### src/rtl/lrtp_pkg.sv
package lrtp_pkg;

    localparam int COORD_FRAC_BITS = 16;

    localparam int COORD_W = 32;   // point and result coordinates
    localparam int REG_W   = 31;   // configuration registers
    localparam int RAD_W   = 66;   // x^2 + c^2, padded to an even width
    localparam int ROOT_W  = RAD_W / 2;
    localparam int SREM_W  = ROOT_W + 3;
    localparam int NUM_W   = 63;   // |coordinate| * R
    localparam int DREM_W  = ROOT_W;

    localparam logic [REG_W-1:0] REG_ONE = REG_W'(1) << COORD_FRAC_BITS;

    localparam logic [1:0] CFG_HALF_WIDTH  = 2'd0;
    localparam logic [1:0] CFG_HALF_HEIGHT = 2'd1;
    localparam logic [1:0] CFG_ARC_RADIUS  = 2'd2;

    typedef struct packed {
        logic upper;    // point on the upper side (y >= 0)
        logic neg_x;
        logic neg_c;
        logic in_lens;
    } flag_t;

    typedef struct packed {
        flag_t            flags;
        logic [NUM_W-1:0] num_x;
        logic [NUM_W-1:0] num_c;
    } sq_side_t;

endpackage

### src/rtl/lrtp_div_cell.sv
module lrtp_div_cell (
    input  logic                             aclk,
    input  logic                             aresetn,
    input  logic                             en,
    input  logic                             in_valid,
    input  lrtp_pkg::flag_t                  in_flags,
    input  logic [lrtp_pkg::ROOT_W-1:0]      in_dist,
    input  logic [lrtp_pkg::NUM_W-1:0]       in_num_x,
    input  logic [lrtp_pkg::NUM_W-1:0]       in_num_c,
    input  logic [lrtp_pkg::DREM_W-1:0]      in_rem_x,
    input  logic [lrtp_pkg::DREM_W-1:0]      in_rem_c,
    input  logic [lrtp_pkg::NUM_W-1:0]       in_quo_x,
    input  logic [lrtp_pkg::NUM_W-1:0]       in_quo_c,
    output logic                             out_valid,
    output lrtp_pkg::flag_t                  out_flags,
    output logic [lrtp_pkg::ROOT_W-1:0]      out_dist,
    output logic [lrtp_pkg::NUM_W-1:0]       out_num_x,
    output logic [lrtp_pkg::NUM_W-1:0]       out_num_c,
    output logic [lrtp_pkg::DREM_W-1:0]      out_rem_x,
    output logic [lrtp_pkg::DREM_W-1:0]      out_rem_c,
    output logic [lrtp_pkg::NUM_W-1:0]       out_quo_x,
    output logic [lrtp_pkg::NUM_W-1:0]       out_quo_c
);

    logic [lrtp_pkg::DREM_W:0]   sh_x;
    logic [lrtp_pkg::DREM_W:0]   sh_c;
    logic [lrtp_pkg::DREM_W:0]   dvs;
    logic [lrtp_pkg::DREM_W:0]   dif_x;
    logic [lrtp_pkg::DREM_W:0]   dif_c;
    logic                        ge_x;
    logic                        ge_c;
    logic                        valid_reg;
    lrtp_pkg::flag_t             flags_reg;
    logic [lrtp_pkg::ROOT_W-1:0] dist_reg;
    logic [lrtp_pkg::NUM_W-1:0]  num_x_reg;
    logic [lrtp_pkg::NUM_W-1:0]  num_c_reg;
    logic [lrtp_pkg::DREM_W-1:0] rem_x_reg;
    logic [lrtp_pkg::DREM_W-1:0] rem_c_reg;
    logic [lrtp_pkg::NUM_W-1:0]  quo_x_reg;
    logic [lrtp_pkg::NUM_W-1:0]  quo_c_reg;

    // one restoring step on each lane, same divisor
    assign dvs   = {1'b0, in_dist};
    assign sh_x  = {in_rem_x, in_num_x[lrtp_pkg::NUM_W-1]};
    assign sh_c  = {in_rem_c, in_num_c[lrtp_pkg::NUM_W-1]};
    assign ge_x  = sh_x >= dvs;
    assign ge_c  = sh_c >= dvs;
    assign dif_x = ge_x ? sh_x - dvs : sh_x;
    assign dif_c = ge_c ? sh_c - dvs : sh_c;

    always_ff @(posedge aclk) begin
        if (!aresetn) begin
            valid_reg <= 1'b0;
        end else if (en) begin
            valid_reg <= in_valid;
        end
    end

    always_ff @(posedge aclk) begin
        if (en) begin
            flags_reg <= in_flags;
            dist_reg  <= in_dist;
            num_x_reg <= {in_num_x[lrtp_pkg::NUM_W-2:0], 1'b0};
            num_c_reg <= {in_num_c[lrtp_pkg::NUM_W-2:0], 1'b0};
            rem_x_reg <= dif_x[lrtp_pkg::DREM_W-1:0];
            rem_c_reg <= dif_c[lrtp_pkg::DREM_W-1:0];
            quo_x_reg <= {in_quo_x[lrtp_pkg::NUM_W-2:0], ge_x};
            quo_c_reg <= {in_quo_c[lrtp_pkg::NUM_W-2:0], ge_c};
        end
    end

    assign out_valid = valid_reg;
    assign out_flags = flags_reg;
    assign out_dist  = dist_reg;
    assign out_num_x = num_x_reg;
    assign out_num_c = num_c_reg;
    assign out_rem_x = rem_x_reg;
    assign out_rem_c = rem_c_reg;
    assign out_quo_x = quo_x_reg;
    assign out_quo_c = quo_c_reg;

endmodule

### config.mk
export PLATFORM = sky130hd
export DESIGN_NAME = lrtp_div_cell
export DESIGN_NICKNAME = d
export VERILOG_FILES = /design/src/rtl/lrtp_pkg.sv /design/src/rtl/lrtp_div_cell.sv
export SDC_FILE = /design/constraint.sdc
export NUM_CORES = 1
export LEC_CHECK = 0
export BUFFER_PORTS_ARGS = -buffer_cell sky130_fd_sc_hd__buf_2
export CAP_MARGIN = 20
export CORE_AREA = 5 5 272 274
export DETAILED_ROUTE_END_ITERATION = 16
export DIE_AREA = 0 0 277 279
export PLACE_DENSITY = 0.46
export SETUP_SLACK_MARGIN = 0.3
export SLEW_MARGIN = 20
export SYNTH_ARGS = -nofsm -noshare
export SYNTH_HDL_FRONTEND = slang
export SYNTH_SLANG_ARGS = --single-unit
### constraint.sdc
create_clock -name aclk -period 4.55 [get_ports aclk]
set_clock_uncertainty 0.2 [all_clocks]
set_input_delay 0.455 -clock aclk [delete_from_list [all_inputs] [get_ports aclk]]
set_output_delay 0.455 -clock aclk [all_outputs]
set_load 0.1 [all_outputs]
==> impl_results.md <==
* Hold path cells at 2
* CTS tree: done
* Initial antenna violation count at 36
* Status: finished clean
* Crit path launch: in_dist[1]
* Filler cell count in the final layout at 7204
* Detailed placement HPWL at 68.64 mm
* Final setup violating endpoints at 0
* Top area cells in the synthesized netlist: edfxtp_1 (69%), ha_1 (5.4%), mux2_2 (2.1%)
* Hold Path Sink: out_rem_x[10]$_DFFE_PP_
* Power Dens Cells at 469.2 mW/mm^2
* Initial core utilization at 21.56%
* Overflow after GRT at 0
* Site row count at 98
* Synth Flop Type: edfxtp_1
* Critical Path Start Type: input pin
* Yosys Warn Count at 0
* Nets at 2495
* Max-cap viol count at 0
* CP required at 4650 ps
* Top-level I/O count at 715
* Violation count after the first detailed-route iteration at 814
* Seq. cell area at 0.01062 mm^2
* Pre-Repair DR Iteration Count at 4
* CTS Buffer Depth at 3
* Yosys reg bits at 354
* Psw at 4.666 mW
* Cell depth of the worst flop-to-flop path at 3
* Maximum fanout along the worst path at 27
* Area grow syn2layout at 61.85%
* Total power at 11.64 mW
* Sequential area share after synthesis at 69.27%
* Final count of hold timing violations at 0
* Residual DRC at 0
* RR Endpoint: out_valid$_SDFFE_PN0P_
* Int Power at 6.975 mW
* Routability congestion estimate at 0.9542
* CTS buffer count at 45
* Period minus WS final at 4014 ps
* Pleak at 10.73 nW
* Async set-reset flop share out of synthesis at 0%
* Post-Syn Instances at 998
* Clk sinks at 354
* Routed wire length at 83.85 mm
* Seq pwr share at 34.8%
* Avg Inst Size Synth at 15.36 um^2
* CP Capture Type: flip-flop
* Sw Share at 40.08%
* Clock power frac at 31.1%
* Finished Layout Cells at 3062
* Pre-CTS WS at 367.6 ps
* Clock Latency Late Sink at 550 ps
* Area of the multi-input gates at 0.004339 mm^2
* PostCTS Resize Cnt at 0
* Final ANT Viol Nets at 0
* Clock Pin Slew Worst Setup and Hold Paths at 50 ps
* RR Startpoint: out_valid$_SDFFE_PN0P_
* Slew Limit Fails at 0
* Vias per std cell at 4.354
* Final worst slack at 535.9 ps
* Chip Height at 279 um
* Wire per inst at 27.38 um
* Fin Setup TNS at 0 ps
* Worst Path Class, Setup: input pin to flip-flop
* Die area at 0.07728 mm^2
* Critical Path AT at 4120 ps
* Part of the power in combinational logic at 34.0%
* Worst-Margin Slew at 931.3 ps
* All-Layer GR Usage at 20.59%
* H-tree depth at 2
* Cell variety after synth at 69
* Leading area contributor after synthesis: edfxtp_1
* FMAX at 0.2491 GHz
* Root Buffer Master: clkbuf_16
* Core area at 0.07112 mm^2
* IR drop worst, VDD at 0.2936 mV
* Post-Syn Area at 0.01533 mm^2
* # port buffers at 710
* Min-Delay Path Class: input pin to flip-flop
* Share of cells above drive strength 1 at 41.69%
* Vias at 13330
* Slew margin rel. at 37.92%
* Vias in the first global route at 13880
* RSZ-0062 raised after global routing: no
* Fin crit share at 88.22%
* First-pass GRT wire length at 113.3 mm
* Synth top area share at 69.14%
* Die Span X at 277 um
* Number of enable flip-flop cells after synthesis at 353
* Placed Cells at 2658
* Largest net degree at the start of global routing at 103
* Hold_sp: in_rem_x[9]
* R2R setup slack at 3200 ps
[per-layer routing]
metal	track usage [%]	vias to the layer above	routed length, um
met4	8.333	30	4044
met1	23.15	6562	31660
li1	-	6036	-
met2	35.81	563	41340
met3	7.291	140	6606
met5	0	-	195
[area by class of cell]
class / instances / share of cell area [%]
Clock buffer: 57 / 4.886
Clock inverter: 21 / 1.029
Multi-Input combinational cell: 560 / 17.49
Sequential cell: 354 / 42.80
Antenna cell: 13 / 0.1311
Tap cell: 950 / 4.790
Timing Repair Buffer: 1049 / 27.97
Inverter: 58 / 0.9077
[per-stage QoR]
step | utilization [%] | hold slack [ps] | cell area, um^2
CTS | 34.83 | 1.540 | 24770
global placement | 28.38 | 306.3 | 20180
floorplan | - | 353.9 | 15330
detailed placement | 28.38 | 315.6 | 20180
finish | 34.89 | 40.22 | 24810
global route | 34.87 | 14.34 | 24800
[state kept, by name, summed over array words and instances (netlist names)]
| register | flops |
|---|---|
| out_dist | 33 |
| out_flags | 4 |
| out_num_c | 62 |
| out_num_x | 62 |
| out_quo_c | 63 |
| out_quo_x | 63 |
| out_rem_c | 33 |
| out_rem_x | 33 |
| out_valid | 1 |
[cell usage after synthesis, drive strengths merged, types with 6 or more instances]
cell type / n
edfxtp: 353
ha: 66
inv: 58
a21oi: 51
mux2: 48
nor2: 47
a21o: 43
nand2: 34
xnor2: 34
o21ai: 28
clkbuf: 21
nand4: 16
nor3: 16
o21a: 14
and3: 13
nand3: 13
xor2: 13
o211ai: 10
o31ai: 10
a211oi: 7
a31o: 7
or2: 7
buf: 6
nor2b: 6
[worst max-delay path by stage]
stage | endpoint | cells after the start | slack [ps]
floorplan | out_rem_c[10]$_DFFE_PP_ | 15 | 610
global placement | out_rem_c[28]$_DFFE_PP_ | 14 | 390
detailed placement | out_rem_c[23]$_DFFE_PP_ | 14 | 370
CTS | out_rem_x[22]$_DFFE_PP_ | 15 | 520
global route | out_rem_c[13]$_DFFE_PP_ | 13 | 350
finish | out_rem_c[23]$_DFFE_PP_ | 13 | 540
[logic make-up (layout without fill, tap and decap cells)]
logic type,after synthesis,after routing,share of synthesized area [%]
AOI/OAI and AO/OA,215,215,9.818
xor gates and xnor gates,47,47,2.685
adders and majority gates,68,68,5.648
buffers and inverters,85,1185,2.448
DFF,354,354,69.27
muxes,53,53,4.317
other,1,15,0.02446
and+or+nand+nor,175,175,5.786
[repair_timing]
action / CTS / global route
hold buffers: 312 / 0
hold endpoints to repair: 311 / 0
buffers inserted: 0 / 1
endpoints found under the setup margin: 0 / 5
[power by group through the flow]
stage | clock network, mW | logic [mW] | registers, mW
6_report | 3.62 | 3.96 | 4.05
5_1_grt | 3.87 | 4.10 | 4.08
4_1_cts | 3.75 | 4.00 | 4.06
3_5_place_dp | 0 | 3.74 | 4.11
3_3_place_gp | 0 | 3.73 | 4.12
2_1_floorplan | 0 | 0.617 | 6.30
[critical path: stages]
cell and delay [ps]:
dlygate4sd3_1 540, buf_2 170, inv_1 100, fa_1 470
a21o_1 230, a221oi_2 290, o221ai_2 160, a2111o_1 510
a211oi_4 280, o31a_4 180, o21a_1 230, inv_8 150
mux2_4 330
[cell usage in the layout, fill, tap and decap left out, types with 28 or more instances in the layout]
cell type / Yosys / final
ha_1: 66 / 66
xnor2_1: 34 / 34
clkbuf_16: 0 / 46
o21ai_0: 28 / 28
inv_1: 57 / 57
dlygate4sd3_1: 0 / 312
mux2_2: 29 / 29
a21o_1: 42 / 42
edfxtp_1: 353 / 353
nand2_1: 34 / 34
buf_2: 1 / 709
a21oi_1: 51 / 51
nor2_1: 47 / 47
Note: power is estimated with default switching activity, not from simulation.
