## config.mk

```make
export PLATFORM = sky130hd
export DESIGN_NAME = lrtp_sqrt_cell
export DESIGN_NICKNAME = d
export VERILOG_FILES = /design/src/rtl/lrtp_pkg.sv /design/src/rtl/lrtp_sqrt_cell.sv
export SDC_FILE = /design/constraint.sdc
export NUM_CORES = 1
export LEC_CHECK = 0
export ABC_AREA = 1
export BUFFER_PORTS_ARGS = -buffer_cell sky130_fd_sc_hd__buf_4
export CORE_AREA = 2 2 206 208
export DETAILED_ROUTE_END_ITERATION = 16
export DIE_AREA = 0 0 208 210
export GPL_ROUTABILITY_DRIVEN = 0
export PLACE_DENSITY = 0.55
export REMOVE_ABC_BUFFERS = 1
export SYNTH_ARGS = -nofsm -noshare
export SYNTH_HDL_FRONTEND = slang
export SYNTH_SLANG_ARGS = --single-unit
```

## constraint.sdc

```tcl
create_clock -name aclk -period 3.1 [get_ports aclk]
set_input_delay 0.62 -clock aclk [delete_from_list [all_inputs] [get_ports aclk]]
set_output_delay 0.62 -clock aclk [all_outputs]
set_load 0.01 [all_outputs]
```

## src/rtl/lrtp_pkg.sv

```systemverilog
package lrtp_pkg;

    localparam int COORD_FRAC_BITS = 16;

    localparam int COORD_W = 32;   // point and result coordinates
    localparam int REG_W   = 31;   // configuration registers
    localparam int RAD_W   = 66;   // x^2 + c^2, padded to an even width
    localparam int ROOT_W  = RAD_W / 2;
    localparam int SREM_W  = ROOT_W + 3;
    localparam int NUM_W   = 63;   // |coordinate| * R
    localparam int DREM_W  = ROOT_W;

    localparam logic [REG_W-1:0] REG_ONE = REG_W'(1) << COORD_FRAC_BITS;

    localparam logic [1:0] CFG_HALF_WIDTH  = 2'd0;
    localparam logic [1:0] CFG_HALF_HEIGHT = 2'd1;
    localparam logic [1:0] CFG_ARC_RADIUS  = 2'd2;

    typedef struct packed {
        logic upper;    // point on the upper side (y >= 0)
        logic neg_x;
        logic neg_c;
        logic in_lens;
    } flag_t;

    typedef struct packed {
        flag_t            flags;
        logic [NUM_W-1:0] num_x;
        logic [NUM_W-1:0] num_c;
    } sq_side_t;

endpackage

```

## src/rtl/lrtp_sqrt_cell.sv

```systemverilog
module lrtp_sqrt_cell (
    input  logic                             aclk,
    input  logic                             aresetn,
    input  logic                             en,
    input  logic                             in_valid,
    input  logic [lrtp_pkg::RAD_W-1:0]       in_rad,
    input  logic [lrtp_pkg::SREM_W-1:0]      in_rem,
    input  logic [lrtp_pkg::ROOT_W-1:0]      in_root,
    input  lrtp_pkg::sq_side_t               in_side,
    output logic                             out_valid,
    output logic [lrtp_pkg::RAD_W-1:0]       out_rad,
    output logic [lrtp_pkg::SREM_W-1:0]      out_rem,
    output logic [lrtp_pkg::ROOT_W-1:0]      out_root,
    output lrtp_pkg::sq_side_t               out_side
);

    logic [lrtp_pkg::SREM_W-1:0] rem_sh;
    logic [lrtp_pkg::SREM_W-1:0] trial;
    logic                        ge;
    logic                        valid_reg;
    logic [lrtp_pkg::RAD_W-1:0]  rad_reg;
    logic [lrtp_pkg::SREM_W-1:0] rem_reg;
    logic [lrtp_pkg::ROOT_W-1:0] root_reg;
    lrtp_pkg::sq_side_t          side_reg;

    // bring down the next two radicand bits, try 4*root+1
    assign rem_sh = {in_rem[lrtp_pkg::SREM_W-3:0], in_rad[lrtp_pkg::RAD_W-1 -: 2]};
    assign trial  = {1'b0, in_root, 2'b01};
    assign ge     = rem_sh >= trial;

    always_ff @(posedge aclk) begin
        if (!aresetn) begin
            valid_reg <= 1'b0;
        end else if (en) begin
            valid_reg <= in_valid;
        end
    end

    always_ff @(posedge aclk) begin
        if (en) begin
            rad_reg  <= {in_rad[lrtp_pkg::RAD_W-3:0], 2'b00};
            rem_reg  <= ge ? rem_sh - trial : rem_sh;
            root_reg <= {in_root[lrtp_pkg::ROOT_W-2:0], ge};
            side_reg <= in_side;
        end
    end

    assign out_valid = valid_reg;
    assign out_rad   = rad_reg;
    assign out_rem   = rem_reg;
    assign out_root  = root_reg;
    assign out_side  = side_reg;

endmodule

```

==> results of run 1 <==
-- synthesized netlist by cell type (5+ instances only) --
cell type	instances	area share
sky130_fd_sc_hd__nand2_1	289	0.096
sky130_fd_sc_hd__edfxtp_1	263	0.70
sky130_fd_sc_hd__inv_1	138	0.046
sky130_fd_sc_hd__nor2_1	56	0.019
sky130_fd_sc_hd__ha_1	35	0.039
sky130_fd_sc_hd__nand2_2	31	0.017
sky130_fd_sc_hd__a21oi_1	29	0.013
sky130_fd_sc_hd__nand3_1	27	0.012
sky130_fd_sc_hd__xor2_1	18	0.014
sky130_fd_sc_hd__nand3_2	11	0.0097
sky130_fd_sc_hd__nand3b_1	11	0.0073
sky130_fd_sc_hd__o21ai_0	9	0.0040
sky130_fd_sc_hd__nor2_2	6	0.0033
sky130_fd_sc_hd__nor3_1	6	0.0026
sky130_fd_sc_hd__o21bai_1	5	0.0033
-- routing by layer --
layer,track usage,part of all wire,vias up
met4,0.0528,0.022,10
li1,-,-,4309
met3,0.0620,0.075,56
met5,0,0.0013,-
met1,0.235,0.39,4333
met2,0.350,0.51,348
-- power groups by stage --
| stage | combinational, mW | clock (mW) | sequential (mW) |
|---|---|---|---|
| after detailed placement | 1.82 | 0 | 4.47 |
| after global placement | 1.81 | 0 | 4.47 |
| final | 1.79 | 4.01 | 4.41 |
| after CTS | 1.82 | 4.13 | 4.41 |
| after global routing | 1.93 | 4.27 | 4.43 |
| after floorplan | 0.528 | 0 | 4.63 |
-- stage by stage --
stage	power, mW	utilization
floorplan	5.16	-
global placement	6.28	0.387
detailed placement	6.29	0.387
CTS	10.4	0.414
global route	10.6	0.414
finish	10.2	0.414
-- kinds of logic (layout without fill, tap and decap cells) --
group / Yosys count / in the layout
compound gates: 46 / 46
fa+ha+maj: 35 / 35
flops: 264 / 264
other cells: 1 / 2
buf+inv: 148 / 743
simple gates: 444 / 444
xor+xnor: 19 / 19
-- how the worst max path moves through the flow --
| stage | startpoint | to | slack [ns] | cells after the start |
|---|---|---|---|---|
| floorplan | in_root[13] | out_rem[17] | 0.14 | 13 |
| global placement | in_rem[16] | out_rem[35] | 0.30 | 13 |
| detailed placement | in_root[23] | out_rem[33] | 0.32 | 15 |
| CTS | in_rem[16] | out_rem[35] | 0.88 | 13 |
| global route | in_root[13] | out_rem[0] | 0.70 | 15 |
| finish | in_root[23] | out_rem[33] | 0.87 | 15 |
-- cell type report --
| class | count | area, µm² | share of cell area |
|---|---|---|---|
| well taps | 539 | 674 | 0.0393 |
| inverters | 139 | 522 | 0.0304 |
| clock inverters | 20 | 229 | 0.0133 |
| flip-flops and latches | 264 | 7920 | 0.461 |
| clock buffers | 42 | 902 | 0.0525 |
| repair buffers | 542 | 4130 | 0.240 |
| multi-input cells | 546 | 2810 | 0.163 |
-- worst register-to-register path, stage by stage, from the launching register on --
cell                      delay, ns
sky130_fd_sc_hd__dfxtp_1       0.32
sky130_fd_sc_hd__o21ai_0       0.16
sky130_fd_sc_hd__a21oi_1       0.05
-- registers in the layout (all words and copies together) (netlist names) --
| signal | flops |
|---|---|
| out_root | 33 |
| out_valid | 1 |
| out_rem | 36 |
| out_side | 130 |
| out_rad | 64 |
==> impl_results.md, run 1 <==
* Result of the run: finished, final reports clean
* Library cell used as clock root buffer: sky130_fd_sc_hd__clkbuf_16
* Switching power total at roughly 2.7 mW
* Count of nets after finishing at about 1.8k
* Max capacitance violation total at 0
* Cell at the slowest stage of the critical path: sky130_fd_sc_hd__ha_1
* Count of antenna diodes in the layout at 0
* Setup violators final at 0
* Filler cells at 4054
* Combinational share of power at 0.175
* Crit. End Element: flip-flop
* CP peak stage delay at 0.40 ns
* Startpoint-to-endpoint class of the critical path: primary input to flip-flop
* Fraction of the mapped netlist area in adder cells at 0.0386
* Mean post-synth cell area at 11.9 µm²
* Maximum clock insertion buffer count at 3
* End of the worst hold path: out_side[77]
* EDFF count, synth at 263
* Number of warnings printed during yosys synthesis at 0
* Via count of the first global-routing pass at between 9k and 10k
* GRT Overall Usage at 0.199
* Core Box Area at 41500 µm²
* Number of hold violations in the final report at 0
* Insertion delay of the later-clocked pin in the worst-skew pair at 0.52 ns
* Worst reg2reg path startpoint: out_valid
* Final WL at about 45 mm
* Number of pins exceeding their max-slew limit in the final report at 0
* Dominant combinational cell family by area after synthesis: simple AND/OR/NAND/NOR gates
* Most frequent cells in the layout: sky130_fd_sc_hd__buf_4 (537), sky130_fd_sc_hd__nand2_1 (289), sky130_fd_sc_hd__edfxtp_1 (263)
* Synthesized-area fraction occupied by ao, oa, aoi and oai cells at 0.0228
* Pre-CTS setup slack at between 0.3 and 0.4 ns
* Depth of the CTS H-tree at 2
* Final non-filler cell total at 2092
* Sequential power share at 0.432
* Fraction of final layout cells with drive strength greater than 1 at 0.415
* Kind of start point of the critical path: primary input
* Share of synthesized area occupied by flip-flops and latches at 0.698
* Io pins at 535
* Reg2Reg Depth at 2
* Worst-Margin Slew at a little under 0.7 ns
* Post-synthesis simple-gate area fraction at 0.171
* Number of DRC markers in iteration 0 at roughly 580
* Number of standard cells after synthesis at 957
* Count of unique library cells instantiated by Yosys at 28
* Post-Route Hold Slack at 0.260 ns
* Die outline width at roughly 210 µm
* Number of detailed-route iterations in the first pass at 4
* Count of unresolved DRC violations after routing at 0
* F_max at about 450 MHz
* Maximum vdd drop at 0.000321 V
* Area of the mapped netlist at 11300 µm²
* Critical Path AT at around 2.5 ns
* Post_cts resized at 0
* Most used flip-flop cell after synthesis: sky130_fd_sc_hd__edfxtp_1
* First-pass GRT wire length at between 60 and 70 mm
* Worst Path Required at 3.38 ns
* Post-route clock period utilization at 0.719
* Post-synth ARST share at 0
* Post-route standard cell area excluding fillers at 17200 µm²
* Layout Area Growth over Synthesis at 51.4%
* Most frequent CP cell: sky130_fd_sc_hd__nand2_1
* Count of buffer and inverter cells on the critical path at 4
* Worst Min Path Start: in_side[77]
* Relative max-transition margin at 0.551
* XOR/XNOR Fraction of Synth Area at 0.0147
* Capture instance of the worst register-to-register path: out_valid
* Kind of cell with the highest combined delay on the critical path: simple AND/OR/NAND/NOR gates
* Cell-internal power at 7.55 mW
* Register-to-register path setup slack at 2.46 ns
* Register bit count reported by yosys at roughly 260
* Leakage power figure at 7.97 nW
* Average wire per cell in the routed design at roughly 22 µm
* Height of the chip at about 210 µm
* Share of total power in the clock network at 0.393
* Smallest setup slack after layout at 0.871 ns
* Post-route antenna net violation count at 0
* Final critical path time including I/O delays and setup at 2.23 ns
* Buffers added on ports at 530
* Clock tree from TritonCTS: done
* GRT overflow at 0
* Sum Neg Setup Slack at 0 ns
* Switching part of the total at 0.261
* Power density over cell area at 594 nW/µm²
* Instance area after placement at 16000 µm²
* CTS sink cnt at between 200 and 300
* Total placed cells including tap cells at roughly 2.0k
* Most common library cell in the layout ignoring fill and taps: sky130_fd_sc_hd__buf_4
* DP Wirelength at 36.2 mm
* Post-CTS Setup Bufs at 0
* Num CTS Buffers at 34
* Hold-critical path depth at 1
* Sequence of cells on the critical path: buf_4, inv_1, ha_1, nand2_1, nor2_2, nand2_1, nor2_2, nand3_1, nand3_1, nor2_1, nand2_2, inv_2, buf_4, nand2_1, nand2_1
* Multiplexer fraction of the synthesized cell area at 0
* RSZ-0062 raised after global routing: no
* Post-detailed-route via-to-cell ratio at 4.33
* Initial core utilization at 0.274
* Overall via count from detail_route at 9056
* Maximum number of pins on one net before global-route repair at 74
* Std-Cell Rows at between 70 and 80
* Post-CTS Hold Buffers at 0
* Number of antenna violations at the first check in global routing at 7
* Setup clock skew after layout at 0 ns
* Die ar. at 43700 µm²
* Hold Path Class: primary input to flip-flop
* Maximum fanout count along the critical path at 24
* Clock slew seen by the registers of the worst setup and hold paths at around 0.060 ns
Power figures use the tool's default switching activity.
==> run 2: changes to the inputs <==
--- a/config.mk
+++ b/config.mk
@@ -11,7 +11,7 @@
 export DETAILED_ROUTE_END_ITERATION = 16
 export DIE_AREA = 0 0 208 210
 export GPL_ROUTABILITY_DRIVEN = 0
-export PLACE_DENSITY = 0.55
+export PLACE_DENSITY = 0.57
 export REMOVE_ABC_BUFFERS = 1
 export SYNTH_ARGS = -nofsm -noshare
 export SYNTH_HDL_FRONTEND = slang
==> constraint.sdc (replaced) <==
create_clock -name aclk -period 1.8 [get_ports aclk]
set_input_delay 0.36 -clock aclk [delete_from_list [all_inputs] [get_ports aclk]]
set_output_delay 0.36 -clock aclk [all_outputs]
set_load 0.01 [all_outputs]
==> run 2 against run 1 <==
Critical endpoint is now out_rem[34]. First-iteration DRC count is 18% higher. Cell area is 19% higher. Critical path type unchanged. Die area unchanged.
==> impl_results.md, run 2 (same netlist as run 1, synthesis figures left out) <==
* Result of the run: finished, final reports clean
* Worst Path Required at 2.12 ns (-1.26 ns)
* GRT overflow at 0 (unchanged)
* Max capacitance violation total at 0 (unchanged)
* Maximum number of pins on one net before global-route repair at 42 (-43%)
* Post-route clock period utilization at 0.955
* Die outline width at 208 µm (unchanged)
* Layout Area Growth over Synthesis at 80.5%
* Clock tree from TritonCTS: done
* Total placed cells including tap cells at 2134 (+5.1%)
* Number of pins exceeding their max-slew limit in the final report at 0 (unchanged)
* Count of nets after finishing at 2161 (+18%)
* Height of the chip at 210 µm (unchanged)
* Post-route antenna net violation count at 0 (unchanged)
* Post-route standard cell area excluding fillers at 20500 µm² (+19%)
* Num CTS Buffers at 31 (-8.8%)
* Fraction of final layout cells with drive strength greater than 1 at 0.414 (-0.000963)
* Number of flip-flops under the largest register name at 130 (unchanged)
* Sum Neg Setup Slack at 0 ns (unchanged)
* Maximum clock insertion buffer count at 3 (unchanged)
* Pre-CTS setup slack at -0.618 ns (-0.936 ns)
* GRT Overall Usage at 0.223 (+0.0245)
* Number of hold violations in the final report at 0 (unchanged)
* Number of detailed-route iterations in the first pass at 5 (+1)
* Maximum vdd drop at 0.000819 V (+160%)
* Final WL at 51.0 mm (+13%)
* Final critical path time including I/O delays and setup at 1.72 ns
* Instance area after placement at 16900 µm² (+5.2%)
* Overall via count from detail_route at 10.6k (+17%)
* Hold Path Class: primary input to flip-flop
* Power density over cell area at 878 nW/µm² (+48%)
* First-pass GRT wire length at 71.8 mm (+14%)
* Number of DRC markers in iteration 0 at 681 (+18%)
* Sequence of cells on the critical path: buf_4, ha_1, nand2_2, inv_1, a21oi_1, nand3_1, nand2_1, nand2_1, nand2_1, nand3_1, nand3_1, nand2_1
* Core Box Area at 41500 µm² (unchanged)
* DP Wirelength at 38.6 mm (+6.6%)
* Count of buffer and inverter cells on the critical path at 2 (-2)
* Critical Path AT at 2.04 ns (-0.47 ns)
* Leakage power figure at 9.40 nW (+18%)
* Library cell used as clock root buffer: sky130_fd_sc_hd__clkbuf_16
* Via count of the first global-routing pass at 10.8k (+20%)
* Buffers added on ports at 530 (unchanged)
* Clock slew seen by the registers of the worst setup and hold paths at 0.06 ns (about the same)
* Kind of cell with the highest combined delay on the critical path: simple AND/OR/NAND/NOR gates
* Setup clock skew after layout at 0 ns (unchanged)
* Initial core utilization at 0.274 (unchanged)
* Crit. End Element: flip-flop
* Final non-filler cell total at 2428 (+16%)
* Io pins at 535 (unchanged)
* Maximum fanout count along the critical path at 4 (-83%)
* Std-Cell Rows at 75 (unchanged)
* CP peak stage delay at 0.33 ns (-0.07 ns)
* Most frequent cells in the layout: sky130_fd_sc_hd__buf_4 (639), sky130_fd_sc_hd__nand2_1 (283), sky130_fd_sc_hd__edfxtp_1 (263)
* Most common library cell in the layout ignoring fill and taps: sky130_fd_sc_hd__buf_4
* Average wire per cell in the routed design at 21.0 µm (-2.3%)
* Startpoint-to-endpoint class of the critical path: primary input to flip-flop
* Post-detailed-route via-to-cell ratio at 4.35 (+0.58%)
* Depth of the CTS H-tree at 1 (-1)
* CTS sink cnt at 264 (unchanged)
* Insertion delay of the later-clocked pin in the worst-skew pair at 0.58 ns (+0.06 ns)
* Setup violators final at 0 (unchanged)
* Count of unresolved DRC violations after routing at 0 (unchanged)
* Most frequent CP cell: sky130_fd_sc_hd__nand2_1
* Post-Route Hold Slack at 0.0495 ns (-0.211 ns)
* Cell at the slowest stage of the critical path: sky130_fd_sc_hd__ha_1
* Kind of start point of the critical path: primary input
* Smallest setup slack after layout at 0.0806 ns (-0.791 ns)
* Die ar. at 43700 µm² (unchanged)
* Number of antenna violations at the first check in global routing at 14 (+7)
* F_max at 582 MHz
-- run 2: changes by cell type in the layout (fill, tap and decap cells not counted), moves of 6 or more --
| cell | before | now |
|---|---|---|
| sky130_fd_sc_hd__nand2_1 | 289 | 283 |
| sky130_fd_sc_hd__ha_4 | 0 | 16 |
| sky130_fd_sc_hd__dlygate4sd3_1 | 0 | 227 |
| sky130_fd_sc_hd__diode_2 | 0 | 9 |
| sky130_fd_sc_hd__nor2_1 | 56 | 50 |
| sky130_fd_sc_hd__buf_4 | 537 | 639 |
| sky130_fd_sc_hd__ha_1 | 35 | 19 |
-- run 2: metal layers --
layer | vias to the layer above | track usage | routed length (µm)
li1 | 4984 | - | -
met1 | 5054 | 0.262 | 19900
met2 | 422 | 0.388 | 25500
met3 | 101 | 0.0550 | 3300
met4 | 10 | 0.0942 | 2210
met5 | - | 0.0167 | 156
-- run 2: final timing paths --
path	cells past startpoint	slack, ns	start	end
max reg2reg	2	1.15	out_valid	out_valid
min	3	0.05	aresetn	out_valid
max	12	0.08	in_rem[6]	out_rem[34]
min reg2reg	2	0.57	out_valid	out_valid
-- run 2: power breakdown --
group          switching, mW  internal (mW)
Clock                   2.65           3.72
Combinational           1.95           2.06
Sequential             0.205           7.41
-- run 2: timing repair --
action                     CTS  global route
setup endpoints to repair    0            36
hold buffers               227             0
hold endpoints to repair   227             0
resized for setup            0            44
buffers inserted             0             2
-- run 2: final cells by class --
class / count / area [µm²]
antenna: 9 / 22.5
clock buffer: 36 / 795
clock inverter: 20 / 210
fill: 3730 / 21000
inverter: 139 / 522
multi-input combinational: 546 / 3100
sequential: 264 / 7920
tap: 539 / 674
timing repair buffer: 875 / 7240
-- run 2: worst min-delay path, delay by kind of cell --
family          cells  cell delay [ns]
compound gates      2             0.12
buf+inv             1             0.11
-- run 2: through the flow --
step | power (mW) | util
floorplan | 8.89 | -
finish | 18.0 | 0.494
CTS | 18.0 | 0.486
detailed placement | 11.2 | 0.407
global placement | 11.2 | 0.407
global route | 18.7 | 0.494
==> run 3: changes to the inputs <==
--- a/config.mk
+++ b/config.mk
@@ -11,7 +11,7 @@
 export DETAILED_ROUTE_END_ITERATION = 16
 export DIE_AREA = 0 0 208 210
 export GPL_ROUTABILITY_DRIVEN = 0
-export PLACE_DENSITY = 0.57
+export PLACE_DENSITY = 0.55
 export REMOVE_ABC_BUFFERS = 1
 export SYNTH_ARGS = -nofsm -noshare
 export SYNTH_HDL_FRONTEND = slang
==> constraint.sdc (replaced) <==
create_clock -name aclk -period 1.6 [get_ports aclk]
set_input_delay 0.32 -clock aclk [delete_from_list [all_inputs] [get_ports aclk]]
set_output_delay 0.32 -clock aclk [all_outputs]
set_load 0.01 [all_outputs]
==> run 3 against run 2 <==
The run now ends with negative setup slack left. Worst setup slack got worse by 0.10 ns. Via count up 1.6%. Critical path depth increased by 1. Flip-flop and latch count unchanged. Utilization up 2.1 points. Cell count up 1.8%. Power up 16%. Combinational power grew 20%. Hold slack lost 0.016 ns.
==> impl_results.md, run 3 (same netlist as run 1, synthesis figures left out) <==
* Final critical path time including I/O delays and setup at 1.62 ns
* Post-route standard cell area excluding fillers at 21300 µm² (+4.2%)
* Height of the chip at 210 µm (unchanged)
* Critical Path AT at 1.96 ns (-0.08 ns)
* Die ar. at 43700 µm² (unchanged)
* Buffers added on ports at 530 (unchanged)
* Setup violators final at 22 (+22)
* Initial core utilization at 0.274 (unchanged)
* Worst Min Path Start: in_rem[4]
* Number of detailed-route iterations in the first pass at 6 (+1)
* Post-route antenna net violation count at 0 (unchanged)
* Std-Cell Rows at 75 (unchanged)
* Capture instance of the worst register-to-register path: out_valid
* Most frequent cells in the layout: sky130_fd_sc_hd__buf_4 (659), sky130_fd_sc_hd__edfxtp_1 (263), sky130_fd_sc_hd__nand2_1 (260)
* Max capacitance violation total at 0 (unchanged)
* Hold Path Class: primary input to flip-flop
* Number of hold violations in the final report at 0 (unchanged)
* GRT overflow at 0 (unchanged)
* Number of antenna violations at the first check in global routing at 11 (-3)
* Maximum fanout count along the critical path at 10 (+6)
* Crit. End Element: flip-flop
* PnR Total Power at 20.8 mW (+16%)
* CTS sink cnt at 264 (unchanged)
* Number of DRC markers in iteration 0 at 614 (-9.8%)
* Fraction of final layout cells with drive strength greater than 1 at 0.458 (+0.0433)
* Count of nets after finishing at 2204 (+2.0%)
* Most common library cell in the layout ignoring fill and taps: sky130_fd_sc_hd__buf_4
* End of the worst hold path: out_rem[6]
* Filler cells at 3671 (-1.6%)
* DP Wirelength at 37.7 mm (-2.4%)
* Library cell used as clock root buffer: sky130_fd_sc_hd__clkbuf_16
* Core Box Area at 41500 µm² (unchanged)
* Result of the run: finished with violations
* Post-Route Hold Slack at 0.0335 ns (-0.0160 ns)
* GRT Overall Usage at 0.218 (-0.00566)
* Power density over cell area at 975 nW/µm² (+11%)
* First-pass GRT wire length at 70.6 mm (-1.7%)
* Post-detailed-route via-to-cell ratio at 4.35 (-0.17%)
* Smallest setup slack after layout at -0.0237 ns (-0.104 ns)
* Maximum clock insertion buffer count at 3 (unchanged)
* Count of unresolved DRC violations after routing at 0 (unchanged)
* Number of pins exceeding their max-slew limit in the final report at 0 (unchanged)
* Average wire per cell in the routed design at 20.6 µm (-2.2%)
* Worst Path Required at 1.94 ns (-0.18 ns)
* Die outline width at 208 µm (unchanged)
* Failing checks: negative setup slack
* Layout Area Growth over Synthesis at 88.1%
* F_max at 616 MHz
* Insertion delay of the later-clocked pin in the worst-skew pair at 0.58 ns (about the same)
* Final core utilization at 0.515 (+0.0208)
* Worst reg2reg path startpoint: out_valid
* Overall via count from detail_route at 10.7k (+1.6%)
* Startpoint-to-endpoint class of the critical path: primary input to flip-flop
* Register-to-register path setup slack at 0.32 ns (-0.83 ns)
* Hold-critical path depth at 3 (unchanged)
* Maximum vdd drop at 0.000770 V (-6.0%)
* Num CTS Buffers at 31 (unchanged)
* Reg2Reg Depth at 3 (+1)
* Instance area after placement at 17000 µm² (+0.70%)
* RSZ-0062 raised after global routing: yes
* Kind of start point of the critical path: primary input
* Depth of the CTS H-tree at 1 (unchanged)
* Setup clock skew after layout at 0 ns (unchanged)
* Leakage power figure at 9.72 nW (+3.4%)
* Clock tree from TritonCTS: done
* Post-route clock period utilization at 1.01
* Maximum number of pins on one net before global-route repair at 45 (+7.1%)
* Io pins at 535 (unchanged)
* Clock slew seen by the registers of the worst setup and hold paths at 0.06 ns (about the same)
* Via count of the first global-routing pass at 10.9k (+0.13%)
* Number of flip-flops under the largest register name at 130 (unchanged)
* Final WL at 50.8 mm (-0.45%)
run 3: how the worst max path moves through the flow:
stage	to	startpoint	cells past startpoint	slack [ns]
floorplan	out_rem[17]	in_root[13]	13	-1.06
global placement	out_rem[19]	in_rem[16]	12	-0.72
detailed placement	out_rem[19]	in_root[16]	13	-0.75
CTS	out_rad[9]	out_rad[9]	1	-0.03
global route	out_rem[25]	in_root[23]	16	-0.1
finish	out_rem[25]	in_root[25]	13	-0.02
run 3: what timing repair did:
| item | 4_1_cts | 5_1_grt |
|---|---|---|
| endpoints found under the setup margin | 38 | 39 |
| resized for setup | 36 | 94 |
| buffers inserted | 0 | 5 |
| pin swaps | 3 | 20 |
| endpoints found under the hold margin | 243 | 0 |
| gates cloned | 0 | 4 |
| hold buffers | 244 | 0 |
run 3: area by class of cell:
type | count | area (µm²) | share of cell area
Timing Repair Buffer | 918 | 7670 | 0.359
Clock inverter | 18 | 214 | 0.0100
Inverter | 139 | 529 | 0.0248
Tap cell | 539 | 674 | 0.0316
Antenna cell | 7 | 17.5 | 0.000821
Clock buffer | 40 | 840 | 0.0393
Sequential cell | 264 | 7920 | 0.371
Multi-Input combinational cell | 546 | 3480 | 0.163
run 3: worst max-delay path, stage by stage:
cell                      delay (ns)
sky130_fd_sc_hd__buf_4          0.12
sky130_fd_sc_hd__inv_2          0.07
sky130_fd_sc_hd__ha_4           0.20
sky130_fd_sc_hd__a21o_1         0.17
sky130_fd_sc_hd__nor2_2         0.16
sky130_fd_sc_hd__nand2_1        0.11
sky130_fd_sc_hd__nand2_1        0.10
sky130_fd_sc_hd__nand3_2        0.09
sky130_fd_sc_hd__nor2_4         0.17
sky130_fd_sc_hd__nand2_8        0.12
sky130_fd_sc_hd__buf_6          0.18
sky130_fd_sc_hd__nand3_2        0.09
sky130_fd_sc_hd__nand2_1        0.06
run 3: layer usage:
layer  part of all wire  GRT usage
met1               0.38      0.252
met2               0.51      0.385
met3              0.065     0.0591
met4              0.042     0.0814
met5            0.00096          0
run 3: stage by stage:
| step | setup TNS, ns | std cells | setup WS, ns |
|---|---|---|---|
| floorplan | -37.69 | 949 | -1.06 |
| global placement | -25.09 | 2153 | -0.720 |
| detailed placement | -25.01 | 2153 | -0.753 |
| CTS | -0.0351 | 2455 | -0.0285 |
| global route | -2.62 | 2469 | -0.0951 |
| finish | -0.228 | 2471 | -0.0237 |
run 3: power breakdown:
part / total, mW / switching [mW] / leakage, nW / internal (mW)
registers: 8.55 / 0.219 / 2.58 / 8.33
logic: 4.80 / 2.31 / 6.62 / 2.49
clock network: 7.45 / 3.09 / 0.523 / 4.36
total: 20.8 / 5.61 / 9.72 / 15.2
